==> src/design/tkts_pkg.sv <==
// Shared constants, widths and controller/datapath handshake types for the token sampler.
`default_nettype none
package tkts_pkg;

  localparam int MAX_TOP_K = 64;
  localparam int MAX_VOCAB = 65536;

  localparam int PROB_W  = 16;
  localparam int INDEX_W = 16;
  localparam int TOPK_W  = 7;
  localparam int THR_W   = 17;
  localparam int NSIZE_W = 7;

  localparam int POS_W   = (MAX_TOP_K > 1) ? $clog2(MAX_TOP_K) : 1;
  localparam int NUM_W   = $clog2(MAX_TOP_K + 1);
  localparam int CNT_W   = $clog2(MAX_VOCAB + 1);
  localparam int SUM_W   = $clog2(MAX_TOP_K * (2 ** PROB_W - 1) + 1);
  localparam int SCALE_W = PROB_W + SUM_W;

  localparam int TOPK_RESET = 50;
  localparam int THR_RESET  = 65536;

  typedef enum logic {
    REG_TOP_K       = 1'b0,
    REG_TOP_P_THRESH = 1'b1
  } cfg_reg_t;

  typedef struct packed {
    logic load_en;
    logic cut_step;
    logic mul;
    logic draw_step;
  } tkts_cmd_t;

  typedef struct packed {
    logic last_req;
    logic cut_last;
    logic draw_hit;
    logic slot_free;
  } tkts_status_t;

endpackage
`default_nettype wire

==> src/design/tkts_ctrl.sv <==
// Sequencer for loading, the top-p cut pass, the scaling step and the draw pass.
`default_nettype none
module tkts_ctrl
  import tkts_pkg::*;
(
  input  wire logic         clk,
  input  wire logic         rst,
  input  tkts_status_t      status,
  output tkts_cmd_t         cmd
);

  typedef enum logic [1:0] {
    S_LOAD,
    S_CUT,
    S_MUL,
    S_DRAW
  } state_t;

  state_t state;
  state_t state_next;

  always_comb begin
    cmd = '0;
    state_next = state;
    unique case (state)
      S_LOAD: begin
        cmd.load_en = 1'b1;
        if (status.last_req) begin
          state_next = S_CUT;
        end
      end
      S_CUT: begin
        cmd.cut_step = 1'b1;
        if (status.cut_last) begin
          state_next = S_MUL;
        end
      end
      S_MUL: begin
        cmd.mul = 1'b1;
        state_next = S_DRAW;
      end
      S_DRAW: begin
        // A hit needs a free result slot; otherwise hold the list where it is.
        if (!status.draw_hit || status.slot_free) begin
          cmd.draw_step = 1'b1;
          if (status.draw_hit) begin
            state_next = S_LOAD;
          end
        end
      end
      default: state_next = S_LOAD;
    endcase
  end

  always_ff @(posedge clk) begin
    if (rst) begin
      state <= S_LOAD;
    end else begin
      state <= state_next;
    end
  end

endmodule
`default_nettype wire

==> config.mk <==
export PLATFORM = sky130hd
export DESIGN_NAME = tkts_ctrl
export DESIGN_NICKNAME = d
export VERILOG_FILES = /design/src/design/tkts_pkg.sv /design/src/design/tkts_ctrl.sv
export SDC_FILE = /design/constraint.sdc
export NUM_CORES = 1
export LEC_CHECK = 0
export BUFFER_PORTS_ARGS = -buffer_cell sky130_fd_sc_hd__buf_2
export CAP_MARGIN = 20
export CORE_AREA = 10 10 47 49
export DETAILED_ROUTE_END_ITERATION = 7
export DIE_AREA = 0 0 57 59
export HOLD_SLACK_MARGIN = 0.03
export SYNTH_ARGS = -nofsm -noshare
export SYNTH_HDL_FRONTEND = slang
export SYNTH_SLANG_ARGS = --single-unit
==> constraint.sdc <==
create_clock -name clk -period 2.8 [get_ports clk]
set_input_delay 0.84 -clock clk [delete_from_list [all_inputs] [get_ports clk]]
set_output_delay 0.84 -clock clk [all_outputs]
set_load 0.02 [all_outputs]
; ---- Word-level counts from Yosys, hierarchy flattened
; Cells that the tools add are included.
[word_totals]
latchBits = 0
mem_bits_ro = 0
word_cells = 22
mem_bits_rw = 0
reg_bits = 2
output_inout_bits = 4
mem_count = 0
input_bits = 6
[classes]
multipliers = 0
n_div = 0
n_mux = 10
add_sub_neg = 0
magnitude_cmp = 0
eq_ne = 7
n_reduce_logical = 4
n_bitwise = 0
shifts = 0
[ops]
columns = cell, n
row1 = 2-bit 2-to-1 mux, 4
row2 = 2-bit inequality test (second input constant), 4
row3 = 2-bit one-hot mux with 4 select lines, 1
row4 = 1-bit 2-to-1 mux, 5
row5 = 2-bit equality test (second input constant), 2
row6 = 4-bit AND reduction, 1
row7 = 2-bit by 1-bit equality test with 1-bit output (second input constant), 1
row8 = 2-bit zero test, 1
row9 = 1-bit zero test, 1
row10 = 1-bit logical OR, 1

; ---- Logic depth before layout (Yosys ltp)
; Gate-level depths: netlist of the first run.
[depth]
ltp_word = 4
ltp_mapped = 4
mapped_depth_nobuf = 4

; ---- Worst setup path before layout of the first run
; Ideal clock, no wire load.
[synth_timing]
path_type = input port to output port
start = in status[0] in the netlist's numbering
end = out cmd[0] in the netlist's numbering
path_buffers = 0
setup_slack_ps = 610
arrival_ps = 1350
required_ps = 1960
cell_stages = 2
cell_sequence = inv_1 a21boi_0
[synth_rtl]
columns = element, line_no
row1 = "start, declared", tkts_ctrl.sv:8  ; input tkts_status_t status,
row2 = "end, declared", tkts_ctrl.sv:9  ; output tkts_cmd_t cmd

==> impl_metrics.csv, run 1 <==
group,metric,value,unit
outcome,status,"finished, final reports clean",
power,power_frac_seq,0.217,
grt,grt_antenna_before_repair,0,
clocking,max-clock-path-buffers,2,
timing,fin_crit_sh,0.7552,
cells_and_area,antennaDiodeCount,0,
floorplan,io_pins,10,
synthesis,synth-compound-area-share,0.1418,
clocking,cts-root-buf,"clkbuf_4",
job,max-cap-violations,0,
power,finalPower,257.7,uW
synthesis,netlist-cell-type-count,9,
timing,rsz0062_at_grt,"false",
route,final_antenna_net_count,0,
clocking,clock_sinks,2,
synthesis,synth_area_per_cell,8.821,um2
synthesis,yosys_warnings,0,
placement,hpwl,376.7,um
power,ir_drop,299.3,uV
synthesis,synth_seq_cells,2,
route,drt_iter0_drc,5,
clocking,post_cts_buffers,0,
synthesis,synth_top_area_frac,0.2837,
clocking,ctsResizeCount,0,
power,power_density,976.3,nW/um2
route,remaining_drc_errors,0,
timing,report.final.slew_viol_count,0,
grt,globalRouteTotalUtil,0.03067,
cells_and_area,fin_util,0.1884,
power,p_leak,0.1474,nW
clocking,clk_pin_slew,30,ps
timing,setup_viol,0,
synthesis,synthTopCellsByArea,"ha_1 28%, dfxtp_1 23%, mux2i_1 11%",
cells_and_area,seq_area,40.04,um2
min_path,hold_path_class,"flop to flop",
timing,tns,0,ps
timing,finClkSkew,2.245,ps
cells_and_area,largest_reg_flops,2,
cells_and_area,multi_input_area,117.6,um2
floorplan,die-area,3363,um2
timing,fmax,472.9,MHz
cells_and_area,nFillCells,157,
floorplan,rows,14,
synthesis,synth_area,176.4,um2
timing,slew_headroom,0.6422,
timing,worst_slew_pin_slew,536.6,ps
route,routed_via_density,3.500,
cells_and_area,regMostFlops,"state",
route,wl_per_cell,8.771,um
synthesis,synth_nets,30,
clocking,ctsHoldBuffers,0,
cells_and_area,layout_commonest_cell,"buf_2",
timing,period_minus_slack,2115,ps
floorplan,start_util,0.1259,
synthesis,synthMuxAreaShare,0.1135,
grt,gr-total-overflow,0,
synthesis,yosysTopAreaCell,"ha_1",
synthesis,synthCells,20,
setup_path,critPathArrivalTime,1270,ps
setup_path,path_max_fanout,2,
cells_and_area,final_cell_mix,"9 x buf_2, 5 x inv_1, 4 x ha_1",
route,dr.pass1.iters,4,
grt,grt_pass1_wl,731,um
power,p_sw_frac,0.4298,
floorplan,core,1401,um2
timing,setup_ws,685.4,ps
floorplan,die_w,57,um
synthesis,synthAdderAreaFrac,0.2837,
route,vias,168,
clocking,cts_tree,"done",
synthesis,yosysSeqAreaShare,0.2270,
power,p_clk_frac,0.240,
floorplan,die_h,59,um
power,intPower,147.0,uW
cells_and_area,reg_top3,"state (2)",
synthesis,synthXorXnorAreaFrac,0,
cells_and_area,fin_nets,44,
setup_path,critPathKind,"input pin to output port",
setup_path,critical_path_required,1960,ps
setup_path,critPathCaptureType,"output port",
placement,place_congestion,0.5820,
grt,grt_start_max_net_pins,5,
synthesis,synthSimpleGateAreaFrac,0.1277,
placement,io_buffers,9,
clocking,htreeDepth,1,
synthesis,synth_top_family_by_area,"adder cells",
setup_path,critPathLaunchType,"input pin",
power,pwr-share-comb,0.543,
cells_and_area,syn_to_final_growth,49.65,%
power,power_switching,110.8,uW
placement,post-place-ws,679.9,ps
timing,worst_hold_slack,506.0,ps
clocking,insertion_delay,220,ps
timing,finalHoldViolCount,0,
grt,grt_pass1_vias,169,
clocking,cts_buffers,3,
route,routed_wl,421,um
cells_and_area,drive_gt1_frac,0.3750,
per-layer routing:
metal	routed length [um]	track usage
met1	168	0.02847
met2	124	0.02791
met5	0	0
met3	128	0.05579
met4	0	0.01007
area by class of cell:
type                       count  area share
tap                           16     0.07583
inverter                       5     0.07109
clock buffer                   3     0.08531
multi-input combinational     13      0.4455
sequential                     2      0.1517
timing repair buffer           9      0.1706
cells in the mapped netlist, drive strengths merged:
library cell  number
ha                 4
inv                5
a222oi             1
a21boi             1
mux2i              2
nand2              1
dfxtp              2
nand2b             3
o21bai             1
worst max-delay path, cell delays in order:
cell	delay, ps
buf_2	90
inv_1	30
a21boi_0	130
buf_2	190
worst paths after layout:
check                           slack [ps]                  start                     to  cells past startpoint
worst min-delay path                   510  state[0]$_SDFFE_PP0P_  state[0]$_SDFFE_PP0P_                      2
worst min register to register         510  state[0]$_SDFFE_PP0P_  state[0]$_SDFFE_PP0P_                      2
worst max-delay path                   690              status[0]                 cmd[0]                      4
worst max register to register        1300  state[0]$_SDFFE_PP0P_  state[1]$_SDFFE_PP0P_                      4
per-stage QoR:
stage | std cells | instance area (um2)
final | 48 | 264.0
after global routing | 48 | 264.0
after CTS | 48 | 264.0
after detailed placement | 45 | 241.5
after global placement | 45 | 241.5
after floorplan | 20 | 176.4
power groups by stage:
stage	Clock (mW)	Combinational, mW	Sequential (mW)
final	0.0618	0.140	0.0559
after global routing	0.0710	0.159	0.0592
after CTS	0.0665	0.144	0.0563
after detailed placement	0	0.143	0.0564
after global placement	0	0.142	0.0569
after floorplan	0	0.110	0.0529
cells by family (layout without fill, tap and decap cells):
logic type,count (synthesis),in the layout
AOI/OAI and AO/OA,3,3
adders and majority gates,4,4
buffers and inverters,5,17
DFF,2,2
muxes,2,2
and+or+nand+nor,4,4
Power figures use the tool's default switching activity.
==> run 2: changes to the inputs <==
clock period = 1.8 ns   (was 2.8 ns; I/O delays follow)
==> run 2 against run 1 <==
Sequential power grew 57%. Combinational power grew 59%. Critical path depth shrank 1. Critical path type is now flop to output port. Largest power group unchanged. Highest routed layer unchanged.
==> impl_metrics.csv, run 2 (synthesized netlist as in run 1, its figures left out) <==
group,metric,value,unit
power,p_leak,0.1474,nW
timing,fin_crit_sh,0.9309,
timing,period_minus_slack,1676,ps
grt,grt_start_max_net_pins,5,
placement,io_buffers,9,
route,drt_iter0_drc,7,
placement,post-place-ws,271.3,ps
setup_path,critPathLaunchType,"flop",
clocking,post_cts_buffers,0,
grt,grt_pass1_wl,731,um
route,routed_via_density,3.479,
route,vias,167,
job,max-cap-violations,0,
timing,finClkSkew,1.906,ps
clocking,ctsHoldBuffers,0,
cells_and_area,fin_nets,44,
timing,setup_ws,124.4,ps
route,remaining_drc_errors,0,
timing,fmax,596.8,MHz
clocking,insertion_delay,220,ps
timing,worst_slew_pin_slew,557.8,ps
cells_and_area,reg_top3,"state (2)",
min_path,min_to,"state[0]$_SDFFE_PP0P_",
power,p_clk_frac,0.237,
floorplan,die_h,59,um
grt,globalRouteTotalUtil,0.02940,
setup_path,rrSetupSlack,260,ps
clocking,cts_buffers,3,
power,power_switching,176.3,uW
power,finalPower,405.7,uW
clocking,htreeDepth,1,
setup_path,critPathArrivalTime,1140,ps
setup_path,cp.depth,3,
setup_path,crit_buf_inv,1,
route,dr.pass1.iters,4,
floorplan,die-area,3363,um2
setup_path,slowest_delay,370,ps
timing,rsz0062_at_grt,"false",
setup_path,crit_chain,"ha_1, a21boi_0, buf_2",
route,wl_per_cell,9.188,um
min_path,min_from,"state[0]$_SDFFE_PP0P_",
cells_and_area,largest_reg_flops,2,
setup_path,critical_path.top_delay_family,"flip-flops",
clocking,cts_tree,"done",
floorplan,io_pins,10,
route,final_antenna_net_count,0,
clocking,clk_pin_slew,30,ps
power,intPower,229.4,uW
cells_and_area,stdcell_count,48,
cells_and_area,layout_commonest_cell,"buf_2",
timing,slew_headroom,0.6281,
min_path,hold_path_class,"flop to flop",
placement,place_congestion,0.5754,
grt,grt_antenna_before_repair,0,
placement,dp_cells,45,
floorplan,start_util,0.1259,
timing,setup_viol,0,
setup_path,path_max_fanout,4,
placement,hpwl,377.4,um
timing,tns,0,ps
min_path,hold_depth,2,
power,ir_drop,428.4,uV
outcome,status,"finished, final reports clean",
floorplan,rows,14,
grt,gr-total-overflow,0,
clocking,max-clock-path-buffers,2,
cells_and_area,antennaDiodeCount,0,
power,power_density,1537,nW/um2
timing,report.final.slew_viol_count,0,
power,p_sw_frac,0.4346,
grt,grt_pass1_vias,163,
cells_and_area,nFillCells,166,
power,pwr-share-comb,0.547,
route,routed_wl,441,um
setup_path,reg2reg_depth,4,
clocking,ctsResizeCount,0,
setup_path,critPathCaptureType,"output port",
cells_and_area,final_cell_mix,"9 x buf_2, 5 x inv_1, 4 x ha_1",
cells_and_area,drive_gt1_frac,0.3750,
setup_path,r2r-start,"state[0]$_SDFFE_PP0P_",
floorplan,die_w,57,um
setup_path,reg2reg_to,"state[0]$_SDFFE_PP0P_",
setup_path,critPathKind,"flop to output port",
clocking,cts-root-buf,"clkbuf_4",
cells_and_area,syn_to_final_growth,49.65,%
setup_path,critical_path_required,1260,ps
floorplan,core,1401,um2
setup_path,cp_slowest_cell,"dfxtp_1",
cells_and_area,regMostFlops,"state",
timing,finalHoldViolCount,0,
power,power_frac_seq,0.216,
clocking,clock_sinks,2,
-- run 2: cell counts in the layout (fill, tap and decap cells not counted) --
No cell type changed its count.
-- run 2: worst max path at each step --
stage	startpoint	to	slack, ps
finish	state[0]$_SDFFE_PP0P_	cmd[0]	120
global route	state[0]$_SDFFE_PP0P_	cmd[0]	10
CTS	state[0]$_SDFFE_PP0P_	cmd[0]	110
detailed placement	state[0]$_SDFFE_PP0P_	state[0]$_SDFFE_PP0P_	270
global placement	status[1]	cmd[0]	290
floorplan	status[0]	cmd[0]	210
-- run 2: cell type report --
class	instances	area [um2]	area share
tap	16	20.02	0.07583
multi-input combinational	13	117.6	0.4455
inverter	5	18.77	0.07109
sequential	2	40.04	0.1517
timing repair buffer	9	45.04	0.1706
clock buffer	3	22.52	0.08531
-- run 2: routing by layer --
metal / global-route usage / up-vias / share of wire
met4: 0.01007 / 0 / 0
met3: 0.04936 / 0 / 0.28
li1: - / 90 / -
met5: 0 / - / 0
met1: 0.02973 / 68 / 0.44
met2: 0.02636 / 9 / 0.28
-- run 2: through the flow --
step           area [um2]    util  hold WS [ps]
2_1_floorplan       176.4       -         480.7
3_3_place_gp        241.5  0.1723         511.4
3_5_place_dp        241.5  0.1723         511.1
4_1_cts             264.0  0.1884         515.6
5_1_grt             264.0  0.1884         529.0
6_report            264.0  0.1884         511.8
-- run 2: power groups by stage --
| stage | Clock [mW] | Sequential, mW | Combinational (mW) |
|---|---|---|---|
| 3_3_place_gp | 0 | 0.0886 | 0.220 |
| 5_1_grt | 0.110 | 0.0908 | 0.248 |
| 6_report | 0.0963 | 0.0875 | 0.222 |
| 3_5_place_dp | 0 | 0.0883 | 0.226 |
| 2_1_floorplan | 0 | 0.0823 | 0.171 |
| 4_1_cts | 0.103 | 0.0877 | 0.226 |
-- run 2: worst min-delay path: cells and delay by family (launching register included) --
kind / cells / cell delay (ps)
mux: 1 / 50
simple gates: 1 / 70
flops: 1 / 330
==> run 3: changes to the inputs <==
--- a/config.mk
+++ b/config.mk
@@ -12,2 +12,3 @@
 export DIE_AREA = 0 0 57 59
+export GPL_ROUTABILITY_DRIVEN = 0
 export HOLD_SLACK_MARGIN = 0.03
--- a/constraint.sdc
+++ b/constraint.sdc
@@ -3,2 +3,2 @@
 set_output_delay 0.54 -clock clk [all_outputs]
-set_load 0.02 [all_outputs]
+set_load 0.005 [all_outputs]
==> run 3 against run 2 <==
Count of clock-buffer cells in the layout is the same. Global-route usage shrank 0.088 points. Register-to-register slack barely moved. Maximum frequency up 2.2%. Critical endpoint unchanged. Utilization unchanged. Power is 12% lower. First-iteration DRC count shrank 29%. Clock skew shrank 1.0 ps. Highest routed layer unchanged. Setup slack gained 37 ps. Sequential share of layout area did not move. Wire length down 0.45%. Die area stayed put.
==> impl_metrics.csv, run 3 (synthesized netlist as in run 1, its figures left out) <==
group,metric,value,unit
route,drt_iter0_drc,5,
grt,grt_pass1_wl,683,um
placement,hpwl,370.8,um
job,max-cap-violations,0,
setup_path,r2r-start,"state[0]$_SDFFE_PP0P_",
setup_path,crit_chain,"ha_1, a21boi_0, buf_2",
cells_and_area,stdcell_count,48,
cells_and_area,seq_area,40.04,um2
timing,period_minus_slack,1639,ps
placement,io_buffers,9,
cells_and_area,antennaDiodeCount,0,
timing,slew_headroom,0.6676,
power,ir_drop,220.4,uV
cells_and_area,regMostFlops,"state",
clocking,ctsResizeCount,0,
cells_and_area,largest_reg_flops,2,
grt,grt_start_max_net_pins,5,
route,wl_per_cell,9.146,um
floorplan,die_w,57,um
min_path,min_from,"state[1]$_SDFFE_PP0P_",
timing,finClkSkew,0.8563,ps
cells_and_area,nFillCells,169,
route,routed_via_density,3.417,
setup_path,cp_slowest_cell,"dfxtp_1",
route,vias,164,
clocking,cts_buffers,3,
outcome,status,"finished, final reports clean",
cells_and_area,fin_nets,44,
placement,placed_cell_area,241.5,um2
timing,fin_crit_sh,0.9105,
clocking,insertion_delay,220,ps
timing,finalHoldViolCount,0,
clocking,post_cts_buffers,0,
setup_path,critical_path_required,1260,ps
setup_path,critPathArrivalTime,1100,ps
grt,grt_pass1_vias,155,
power,p_leak,0.1474,nW
clocking,clock_sinks,2,
cells_and_area,fin_util,0.1884,
clocking,clk_pin_slew,30,ps
cells_and_area,final_cell_mix,"9 x buf_2, 5 x inv_1, 4 x ha_1",
setup_path,critPathKind,"flop to output port",
floorplan,io_pins,10,
floorplan,core,1401,um2
power,power_density,1358,nW/um2
clocking,htreeDepth,1,
floorplan,start_util,0.1259,
placement,dp_cells,45,
floorplan,die-area,3363,um2
timing,worst_slew_pin_slew,498.6,ps
setup_path,critPathCaptureType,"output port",
route,remaining_drc_errors,0,
floorplan,die_h,59,um
cells_and_area,fin_area,264.0,um2
power,finalPower,358.5,uW
setup_path,path_max_fanout,4,
cells_and_area,drive_gt1_frac,0.3750,
setup_path,critical_path.top_delay_family,"flip-flops",
setup_path,crit_start,"state[0]$_SDFFE_PP0P_",
setup_path,critPathLaunchType,"flop",
min_path,hold_path_class,"flop to flop",
cells_and_area,multi_input_area,117.6,um2
setup_path,slowest_delay,390,ps
grt,gr-total-overflow,0,
cells_and_area,syn_to_final_growth,49.65,%
route,dr.pass1.iters,4,
grt,globalRouteTotalUtil,0.02852,
cells_and_area,layout_commonest_cell,"buf_2",
timing,setup_viol,0,
timing,fmax,610.2,MHz
route,final_antenna_net_count,0,
clocking,max-clock-path-buffers,2,
clocking,cts_tree,"done",
cells_and_area,reg_top3,"state (2)",
grt,grt_antenna_before_repair,0,
timing,report.final.slew_viol_count,0,
clocking,ctsHoldBuffers,0,
clocking,cts-root-buf,"clkbuf_4",
floorplan,rows,14,
timing,rsz0062_at_grt,"false",
setup_path,crit_buf_inv,1,
route,routed_wl,439,um
timing,tns,0,ps
## run 3: cell counts in the layout (fill, tap and decap cells not counted)
Identical to the previous run, type by type.
## run 3: per-stage QoR
| stage | hold slack [ps] | setup WS [ps] |
|---|---|---|
| CTS | 523.3 | 144.3 |
| global route | 534.7 | 26.29 |
| finish | 522.0 | 161.1 |
| floorplan | 480.7 | 419.9 |
| detailed placement | 519.2 | 268.0 |
| global placement | 514.2 | 317.3 |
## run 3: power by group
group          total, mW  switching (mW)  internal (mW)
clock network     0.0982          0.0248         0.0735
logic              0.171          0.0827         0.0886
registers         0.0889          0.0234         0.0655
## run 3: path summary, 6_finish.rpt
path	depth (start not counted)	to	slack, ps
worst max-delay path	3	cmd[0]	160
worst min register to register	2	state[1]$_SDFFE_PP0P_	520
worst min-delay path	2	state[1]$_SDFFE_PP0P_	520
worst max register to register	4	state[1]$_SDFFE_PP0P_	270
## run 3: area by class of cell
type	count	area share
clock buffers	3	0.08531
inverters	5	0.07109
multi-input cells	13	0.4455
flip-flops and latches	2	0.1517
repair buffers	9	0.1706
well taps	16	0.07583
## run 3: worst register-to-register path: cells and delay by family (launching register included)
family | cells | cell delay [ps]
adder cells (fa/ha/maj) | 1 | 230
flip-flops | 1 | 390
AO/OA/AOI/OAI | 1 | 500
multiplexers | 1 | 250
buffers and inverters | 1 | 90
## run 3: layer usage
| layer | wire length [um] | up-vias | GRT usage |
|---|---|---|---|
| li1 | - | 90 | - |
| met1 | 193 | 63 | 0.02375 |
| met2 | 130 | 11 | 0.02791 |
| met3 | 116 | 0 | 0.05365 |
| met4 | 0 | 0 | 0.01007 |
| met5 | 0 | - | 0 |
